--- src/rtl/fdl_pkg.sv ---
`default_nettype none
// ----------------------------------------------------------------------------
// fdl_pkg
// shared types and constants of the interpolating feedback delay
// ----------------------------------------------------------------------------
package fdl_pkg;

    localparam int DELAY_BITS    = 17;
    localparam int FRAC_BITS     = 16;
    localparam int GAIN_BITS     = 16;
    localparam int COEF_BITS     = 18;
    localparam int CFG_IDX_BITS  = 2;
    localparam int CFG_DATA_BITS = 17;
    localparam int RED_CNT_BITS  = $clog2(DELAY_BITS);

    localparam logic [GAIN_BITS:0] GAIN_ONE = 17'd32768;
    localparam logic [FRAC_BITS:0] FRAC_ONE = 17'd65536;

    typedef enum logic [CFG_IDX_BITS-1:0] {
        REG_DELAY_WHOLE    = 2'd0,
        REG_DELAY_FRACTION = 2'd1,
        REG_FEEDBACK_GAIN  = 2'd2,
        REG_WET_GAIN       = 2'd3
    } cfg_reg_t;

    typedef enum logic [3:0] {
        ST_IDLE,
        ST_REDUCE,
        ST_RD0,
        ST_RD1,
        ST_BLEND0,
        ST_BLEND1,
        ST_DLY,
        ST_FB,
        ST_WET,
        ST_DRY,
        ST_SUM,
        ST_OUT
    } state_t;

    typedef struct packed {
        logic load;
        logic accum;
    } mac_ctrl_t;

endpackage
`default_nettype wire

--- src/rtl/fdl_mac.sv ---
`default_nettype none
// ----------------------------------------------------------------------------
// fdl_mac
// shared multiply-accumulate unit: registered product, then accumulator
// ----------------------------------------------------------------------------
module fdl_mac
    import fdl_pkg::*;
#(
    parameter int A_BITS = 24
)
(
    input  wire logic                             clk,
    input  wire mac_ctrl_t                        ctrl,
    input  wire logic signed [A_BITS-1:0]         op_a,
    input  wire logic signed [COEF_BITS-1:0]      op_b,
    output logic signed [A_BITS+COEF_BITS:0]      acc
);

    localparam int P_BITS = A_BITS + COEF_BITS;

    logic signed [P_BITS-1:0] prod_reg;
    logic signed [P_BITS:0]   acc_reg;
    logic signed [P_BITS:0]   acc_next;

    always_comb
    begin
        acc_next = acc_reg;
        if (ctrl.load)
        begin
            acc_next = (P_BITS+1)'(prod_reg);
        end
        else if (ctrl.accum)
        begin
            acc_next = acc_reg + (P_BITS+1)'(prod_reg);
        end
    end

    always_ff @(posedge clk)
    begin
        prod_reg <= op_a * op_b;
        acc_reg  <= acc_next;
    end

    assign acc = acc_reg;

endmodule
`default_nettype wire

--- config.mk ---
export PLATFORM = sky130hd
export DESIGN_NAME = fdl_mac
export DESIGN_NICKNAME = d
export VERILOG_FILES = /design/src/rtl/fdl_pkg.sv /design/src/rtl/fdl_mac.sv
export SDC_FILE = /design/constraint.sdc
export NUM_CORES = 1
export LEC_CHECK = 0
export BUFFER_PORTS_ARGS = -buffer_cell sky130_fd_sc_hd__buf_2
export CORE_AREA = 5 5 267 269
export CTS_BUF_LIST = sky130_fd_sc_hd__clkbuf_4 sky130_fd_sc_hd__clkbuf_8 sky130_fd_sc_hd__clkbuf_16
export DETAILED_ROUTE_END_ITERATION = 7
export DIE_AREA = 0 0 272 274
export PLACE_DENSITY = 0.41
export RECOVER_POWER = 100
export SYNTH_ARGS = -nofsm -noshare
export SYNTH_HDL_FRONTEND = slang
export SYNTH_SLANG_ARGS = --single-unit
--- constraint.sdc ---
create_clock -name clk -period 8.9 [get_ports clk]
set_input_delay 0.445 -clock clk [delete_from_list [all_inputs] [get_ports clk]]
set_output_delay 0.445 -clock clk [all_outputs]
set_load 0.02 [all_outputs]
==> results of run 1 <==
worst min-delay path, delay by kind of cell (launching register included):
family           cells  cell delay (ps)
flip-flops           1              330
AND/OR/NAND/NOR      2              100
path summary, 6_finish.rpt:
check                       startpoint              endpoint  slack, ps  cells after the start
hold / removal    prod_reg[24]$_DFF_P_     acc[24]$_DFFE_PP_        530                      2
setup / recovery               op_b[0]  prod_reg[39]$_DFF_P_       1460                     21
setup reg to reg      acc[2]$_DFFE_PP_     acc[33]$_DFFE_PP_       5290                     10
hold reg to reg   prod_reg[24]$_DFF_P_     acc[24]$_DFFE_PP_        530                      2
cell type report:
type / instances / area (µm²) / area share
repair buffers: 89 / 390.4 / 0.01798
multi-input cells: 1582 / 15870 / 0.7313
diodes: 1 / 2.502 / 0.0001153
well taps: 882 / 1104 / 0.05084
flip-flops and latches: 85 / 2132 / 0.09822
inverters: 504 / 1892 / 0.08716
clock buffers: 11 / 264.0 / 0.01216
clock inverters: 5 / 48.80 / 0.002248
routing by layer:
layer,wire length [µm],share of wire,vias up,track usage
li1,-,-,6892,-
met1,28020,0.51,7356,0.2245
met2,24380,0.44,230,0.2406
met3,2249,0.041,38,0.02074
met4,636,0.012,2,0.02682
met5,13,0.00024,-,0
per-stage QoR:
| stage | area (µm²) | setup WS (ps) | utilization | hold WS [ps] | cells |
|---|---|---|---|---|---|
| 2_1_floorplan | 20300 | 2572 | - | 498.3 | 2262 |
| 6_report | 21710 | 1465 | 0.3176 | 531.1 | 3159 |
| 3_3_place_gp | 21500 | 2138 | 0.3146 | 520.0 | 3142 |
| 3_5_place_dp | 21500 | 2033 | 0.3146 | 521.2 | 3142 |
| 5_1_grt | 21700 | 1105 | 0.3176 | 581.2 | 3158 |
| 4_1_cts | 21820 | 2423 | 0.3192 | 536.7 | 3158 |
layout by cell type (no fill, tap or decap), types with 10 or more instances in the layout:
cell type | synthesis | layout
nand2_1 | 348 | 348
o21bai_1 | 12 | 13
dfxtp_1 | 42 | 42
nand3_1 | 19 | 19
ha_1 | 147 | 147
clkbuf_16 | 0 | 10
fa_1 | 426 | 426
nand4_1 | 14 | 14
xnor2_1 | 48 | 48
nor2_1 | 61 | 61
a21o_1 | 30 | 30
o21a_1 | 11 | 11
a21oi_1 | 77 | 78
clkbuf_1 | 83 | 46
buf_2 | 3 | 42
inv_1 | 503 | 503
nand2b_1 | 16 | 16
and2_1 | 152 | 149
nor3_1 | 10 | 11
xor2_1 | 22 | 22
edfxtp_1 | 43 | 43
o21ai_0 | 72 | 77
logic make-up (layout without fill, tap and decap cells):
logic type | count (synthesis) | in the layout | synth area share
AOI/OAI and AO/OA | 269 | 269 | 0.08530
xor gates and xnor gates | 70 | 70 | 0.03020
adders and majority gates | 573 | 573 | 0.5107
buffers and inverters | 595 | 609 | 0.1105
DFF | 85 | 85 | 0.1050
muxes | 7 | 7 | 0.003636
other | 0 | 1 | 0
and+or+nand+nor | 663 | 663 | 0.1546
==> impl_metrics.tcl, run 1 <==
set metrics [dict create \
    status "complete, but fails checks" \
    violations "max-capacitance violations, max-slew violations" \
    final_hold_viol_count 0 \
    synth_top_area_cell "fa_1" \
    synth_top_area_share 0.4201 \
    io_buffers 87 \
    die-area_um2 74530 \
    first_pass_iters 5 \
    cp_top_family "adder cells" \
    cts_buffers 9 \
    grt_pass1_vias 16040 \
    largest_reg_flops 43 \
    synth_edf_count 43 \
    dr_total_vias 14520 \
    drt_first_iter_violations 513 \
    final_layout_size_suffix_gt1_frac 0.03427 \
    crit_buf_inv 5 \
    routed_wl_um 55300 \
    drv_cap 1 \
    syn-cell-area_um2 20300 \
    postCtsSetupBuffers 0 \
    ys_async_sr_fraction 0 \
    fin_skew_ps 12.40 \
    yosysMostFrequentCell "inv_1" \
    synth_cell_types 75 \
    yosysWarnings 0 \
    setup_viol 0 \
    drtAntennaViolNets 0 \
    grt.total_usage 0.1517 \
    fmax_ghz 0.1345 \
    startpoint_type "input port" \
    drv_slew 44 \
    rsz0062_at_grt "no" \
    clk_pin_slew_ps 60 \
    period_share 0.8354 \
    grt_pass1_wl_um 90120 \
    cp.arrival_ps 7720 \
    start_util 0.2970 \
    fp-row-count 96 \
    antenna_found_initial 2 \
    clk_latency_ps 360 \
    coreArea_um2 68350 \
    die_w_um 272 \
    slew_headroom -0.8735 \
    place.detailed.hpwl_um 46510 \
    cpMaxStageDelayCell "clkbuf_1" \
    cts-htree-levels 3 \
    syn_nets 2880 \
    via_per_inst 4.596 \
    synth_common_cells "inv_1 (503), fa_1 (426), nand2_1 (348)" \
    cts_tree "done" \
    ys_seq_area_frac 0.1050 \
    synth_area_per_cell_um2 8.975 \
    end_kind "register" \
    clockRootBuffer "clkbuf_16" \
    syn_to_final_growth_pct 6.921 \
    setup_tns_ps 0 \
    ys_dominant_reg_cell "edfxtp_1" \
    gp_congestion 0.8130 \
    critPathRequiredTime_ps 9190 \
    cts_resized 0 \
    ctsHoldBuffers 0 \
    drc 0 \
    min_period_ps 7435 \
    io_pins 88 \
    worstSetupPathType "input port to register" \
    max_stage_delay_ps 1030 \
    syn_inst 2262 \
    fillers 7172 \
    crit_path_frequent_cell "fa_1" \
    fin_nets 2889 \
    min_path_type "register to register" \
    path_cells "clkbuf_1, nand2_1, fa_1, fa_1, inv_1, ha_1, fa_1, inv_1, fa_1, inv_1, fa_1, ha_1, a211oi_1, inv_1, o311ai_0, o21ai_0, a221oi_4, o211ai_1, a31o_1, a21oi_1, xnor2_1" \
    wire_per_inst_um 17.50 \
    grt_max_degree 60 \
    path_max_fanout 24 \
    ys_seq_elements 85 \
    clk_path_buf_depth 2 \
    worst_slew_pin_slew_ps 2810 \
    die_y_um 274 \
    clock_sinks 85 \
    overflow 0 \
    synthTopCellsByArea "fa_1 (42%), inv_1 (9.3%), ha_1 (9.1%), nand2_1 (6.4%), edfxtp_1 (6.4%)" \
]
Power of run 1 is not shown: default switching activity piles up to over one toggle a cycle in this logic, so the estimate is an artifact.
==> inputs of run 2 (changes only) <==
--- a/config.mk
+++ b/config.mk
@@ -10,7 +10,7 @@
 export CTS_BUF_LIST = sky130_fd_sc_hd__clkbuf_4 sky130_fd_sc_hd__clkbuf_8 sky130_fd_sc_hd__clkbuf_16
 export DETAILED_ROUTE_END_ITERATION = 7
 export DIE_AREA = 0 0 272 274
-export PLACE_DENSITY = 0.41
+export PLACE_DENSITY = 0.43
 export RECOVER_POWER = 100
 export SYNTH_ARGS = -nofsm -noshare
 export SYNTH_HDL_FRONTEND = slang
==> constraint.sdc (replaced) <==
create_clock -name clk -period 6.7 [get_ports clk]
set_input_delay 0.335 -clock clk [delete_from_list [all_inputs] [get_ports clk]]
set_output_delay 0.335 -clock clk [all_outputs]
set_load 0.02 [all_outputs]
==> impl_metrics.tcl, run 2 (synthesis results as in run 1) <==
set metrics [dict create \
    status "complete, but fails checks" \
    violations "max-capacitance violations, max-slew violations" \
    wl_met2_um 23940 \
    worstSetupPathType "input port to register" \
    top_layer_used "met4" \
    multi_input_area_um2 15900 \
    setup_tns_ps 0 \
    startpoint_type "input port" \
    setup_viol 0 \
    dr_total_vias 14740 \
    cts_buffers 9 \
    io_buffers 87 \
    ctsHoldBuffers 0 \
    min_period_ps 6258 \
    grt_pass1_vias 16100 \
    final_cell_mix "inv_1 (503), fa_1 (426), nand2_1 (348), and2_1 (150), ha_1 (147)" \
    clock_sinks 85 \
    drtAntennaViolNets 0 \
    syn_to_final_growth_pct 9.948 \
    wire_per_inst_um 17.17 \
    overflow 0 \
    fin_nets 2966 \
    clk_latency_ps 360 \
    gp_congestion 0.8294 \
    final_layout_size_suffix_gt1_frac 0.06715 \
    largest_reg_flops 43 \
    die-area_um2 74530 \
    cts_tree "done" \
    cts_resized 0 \
    clk_path_buf_depth 2 \
    cp.arrival_ps 6500 \
    critPathRequiredTime_ps 6940 \
    layout_commonest_cell "inv_1" \
    routed-wl-met3_um 2394 \
    diodes 0 \
    final_hold_viol_count 0 \
    fp-row-count 96 \
    worst_slew_pin_slew_ps 3180 \
    place.detailed.hpwl_um 47990 \
    fillers 7142 \
    clockRootBuffer "clkbuf_16" \
    cts-htree-levels 3 \
    cpMaxStageDelayCell "fa_1" \
    grt.total_usage 0.1515 \
    drv_cap 2 \
    drc 0 \
    grt_pass1_wl_um 89910 \
    die_y_um 274 \
    slew_headroom -1.120 \
    fin_skew_ps 13.04 \
    grt_max_degree 79 \
    max_stage_delay_ps 610 \
    period_share 0.9341 \
    min_path_type "input port to register" \
    io_pins 88 \
    clk_pin_slew_ps 60 \
    drv_slew 123 \
    drt_first_iter_violations 678 \
    met1_length_um 28430 \
    via_per_inst 4.557 \
    first_pass_iters 5 \
    path_cells "clkbuf_1, buf_12, nand2_1, fa_1, fa_1, inv_1, ha_1, inv_1, fa_1, inv_1, fa_1, inv_1, fa_1, inv_1, ha_1, a21o_1, a211oi_1, and3_1, nor3_2, buf_4, o311a_1, a221oi_2, o21ai_1, xor2_1" \
    rsz0062_at_grt "no" \
    antenna_found_initial 1 \
    pre_cts_slack_ps 166.2 \
    start_util 0.2970 \
    end_kind "register" \
    postCtsSetupBuffers 0 \
    routed_wl_um 55550 \
    timing.final.ws_setup_ps 441.6 \
    path_max_fanout 9 \
    fmax_ghz 0.1598 \
    die_w_um 272 \
    seq_area_um2 2132 \
    coreArea_um2 68350 \
]
run 2: area by class of cell:
type / count / area share
Multi-Input combinational cell: 1582 / 0.7124
Sequential cell: 85 / 0.09552
Inverter: 504 / 0.08476
Tap cell: 882 / 0.04944
Timing Repair Buffer: 166 / 0.04417
Clock buffer: 9 / 0.01009
Clock inverter: 7 / 0.003644
run 2: metal layers:
layer  up-vias  track usage
met5         -            0
met4         0      0.03138
met3        40      0.02100
met2       275       0.2371
met1      7375       0.2246
li1       7053            -
run 2: metrics by stage:
step	area, µm²	hold WS (ps)	instances	util
6_report	22320	468.4	3235	0.3266
3_5_place_dp	22110	521.4	3219	0.3234
3_3_place_gp	22110	520.0	3219	0.3234
5_1_grt	22320	473.5	3235	0.3266
2_1_floorplan	20300	462.3	2262	-
4_1_cts	22410	450.5	3235	0.3279
run 2: critical path: cells and delay by family:
| kind | cells | cell delay, ps |
|---|---|---|
| buf+inv | 8 | 1070 |
| xor+xnor | 1 | 150 |
| simple gates | 3 | 390 |
| compound gates | 5 | 1290 |
| fa+ha+maj | 7 | 3250 |
run 2: path summary, 6_finish.rpt:
path / from / to / depth (start not counted) / slack, ps
setup / recovery: op_b[0] / prod_reg[40]$_DFF_P_ / 24 / 440
hold / removal: op_a[0] / prod_reg[0]$_DFF_P_ / 2 / 470
setup reg to reg: acc[2]$_DFFE_PP_ / acc[33]$_DFFE_PP_ / 10 / 3010
hold reg to reg: prod_reg[24]$_DFF_P_ / acc[24]$_DFFE_PP_ / 2 / 530
Power of run 2 is left out for the same reason.
==> inputs of run 3 (changes only) <==
--- a/config.mk
+++ b/config.mk
@@ -6,10 +6,10 @@
 export NUM_CORES = 1
 export LEC_CHECK = 0
 export BUFFER_PORTS_ARGS = -buffer_cell sky130_fd_sc_hd__buf_2
-export CORE_AREA = 5 5 267 269
+export CORE_AREA = 5 5 203 353
 export CTS_BUF_LIST = sky130_fd_sc_hd__clkbuf_4 sky130_fd_sc_hd__clkbuf_8 sky130_fd_sc_hd__clkbuf_16
 export DETAILED_ROUTE_END_ITERATION = 7
-export DIE_AREA = 0 0 272 274
+export DIE_AREA = 0 0 208 358
 export PLACE_DENSITY = 0.43
 export RECOVER_POWER = 100
 export SYNTH_ARGS = -nofsm -noshare
==> impl_metrics.tcl, run 3 (synthesis results as in run 1) <==
set metrics [dict create \
    largest_reg_flops 43 \
    gp_congestion 0.8776 \
    drtAntennaViolNets 0 \
    drv_slew 125 \
    coreArea_um2 68330 \
    fin_skew_ps 13.16 \
    period_share 0.9383 \
    final_hold_viol_count 0 \
    slew_headroom -1.133 \
    status "complete, but fails checks" \
    cts_buffers 9 \
    cp_top_family "adder cells" \
    via_per_inst 4.690 \
    cp.arrival_ps 6540 \
    clk_latency_ps 350 \
    worst_slew_pin_slew_ps 3200 \
    drt_first_iter_violations 741 \
    syn_to_final_growth_pct 9.306 \
    setup_viol 0 \
    path_max_fanout 17 \
    rsz0062_at_grt "no" \
    final_util 0.3248 \
    critPathRequiredTime_ps 6960 \
    grt_pass1_vias 17450 \
    endpoint "prod_reg[39]$_DFF_P_" \
    layout_commonest_cell "inv_1" \
    r2r_setup_slack_ps 3160 \
    fin_nets 2943 \
    diodes 0 \
    r2r_end "acc[33]$_DFFE_PP_" \
    overflow 0 \
    cts_tree "done" \
    fillers 7294 \
    antenna_found_initial 3 \
    cts-htree-levels 3 \
    fp-row-count 127 \
    io_pins 88 \
    path_cells "buf_2, buf_4, and2_1, fa_1, fa_1, ha_1, fa_1, inv_1, fa_1, inv_1, fa_1, ha_1, a211oi_1, inv_1, o311ai_2, o21ai_2, a221oi_4, o211ai_1, a31o_1, a21oi_1, xnor2_1" \
    end_kind "register" \
    final_cell_mix "inv_1 (503), fa_1 (426), nand2_1 (348), and2_1 (150), ha_1 (147)" \
    start_util 0.2971 \
    dr_total_vias 15160 \
    die_y_um 358 \
    r2r-start "acc[2]$_DFFE_PP_" \
    clk_pin_slew_ps 70 \
    min_path_type "register to register" \
    cts_resized 0 \
    die-area_um2 74460 \
    violations "max-capacitance violations, max-slew violations" \
    crit_buf_inv 5 \
    die_w_um 208 \
    ctsHoldBuffers 0 \
    first_pass_iters 5 \
    setup_tns_ps 0 \
    grt_max_degree 81 \
    crit_path_frequent_cell "fa_1" \
    cpMaxStageDelayCell "fa_1" \
    cp.depth 21 \
    routed_wl_um 62670 \
    postCtsSetupBuffers 0 \
    wire_per_inst_um 19.38 \
    final_layout_size_suffix_gt1_frac 0.05880 \
    reg2reg_depth 10 \
    drc 0 \
    clk_path_buf_depth 2 \
    place.detailed.hpwl_um 54090 \
    holdWs_ps 539.2 \
    worstSetupPathType "input port to register" \
    fmax_ghz 0.1591 \
    clock_sinks 85 \
    startpoint_type "input port" \
    cp-startpoint "op_b[4]" \
    min_period_ps 6287 \
    max_stage_delay_ps 530 \
    grt_pass1_wl_um 98290 \
    grt.total_usage 0.1713 \
    io_buffers 87 \
    clockRootBuffer "clkbuf_16" \
    drv_cap 2 \
]
[run 3: cell count changes in the layout (fill, tap and decap cells not counted), sizes merged]
cell / before / now
buf: 115 / 95
clkinvlp: 0 / 1
clkinv: 5 / 1
clkbuf: 60 / 59
inv: 505 / 506
[run 3: metal layers]
layer	wire, µm	vias up	global-route usage
met2	38180	256	0.3744
met1	20130	7818	0.1579
met3	1365	85	0.01409
met4	2957	4	0.06599
met5	34	-	0
li1	-	7001	-
[run 3: how the worst min path moves through the flow]
stage                          from                  end  slack (ps)  cells after the start
2_1_floorplan               op_b[0]  prod_reg[0]$_DFF_P_         460                      1
3_3_place_gp   prod_reg[24]$_DFF_P_    acc[24]$_DFFE_PP_         540                      2
3_5_place_dp   prod_reg[24]$_DFF_P_    acc[24]$_DFFE_PP_         530                      2
4_1_cts        prod_reg[24]$_DFF_P_    acc[24]$_DFFE_PP_         550                      2
5_1_grt        prod_reg[24]$_DFF_P_    acc[24]$_DFFE_PP_         580                      2
6_report       prod_reg[24]$_DFF_P_    acc[24]$_DFFE_PP_         540                      2
[run 3: worst register-to-register path, stage by stage (launching register included)]
cell       delay, ps
edfxtp_1         460
ha_1             380
o21ai_0          130
o21bai_1         260
o2111ai_1        230
a2111oi_0        800
nor4_1           150
o21ai_0          400
a21oi_1          140
xnor2_1          140
o21ai_0           90
[run 3: metrics by stage]
| step | cells | setup slack [ps] | area [µm²] |
|---|---|---|---|
| after floorplan | 2262 | 482.2 | 20300 |
| after global placement | 3217 | 142.6 | 21960 |
| after detailed placement | 3217 | 89.41 | 21960 |
| after CTS | 3233 | 445.8 | 22280 |
| after global routing | 3233 | 107.6 | 22190 |
| final | 3233 | 413.2 | 22190 |
[run 3: cell type report]
cell class | count | area [µm²] | share of cell area
sequential | 85 | 2132 | 0.09608
inverter | 504 | 1892 | 0.08526
timing repair buffer | 143 | 815.8 | 0.03676
multi-input combinational | 1582 | 15900 | 0.7165
tap | 903 | 1130 | 0.05092
clock inverter | 5 | 63.81 | 0.002876
clock buffer | 11 | 257.7 | 0.01162
Power of run 3 is left out for the same reason.
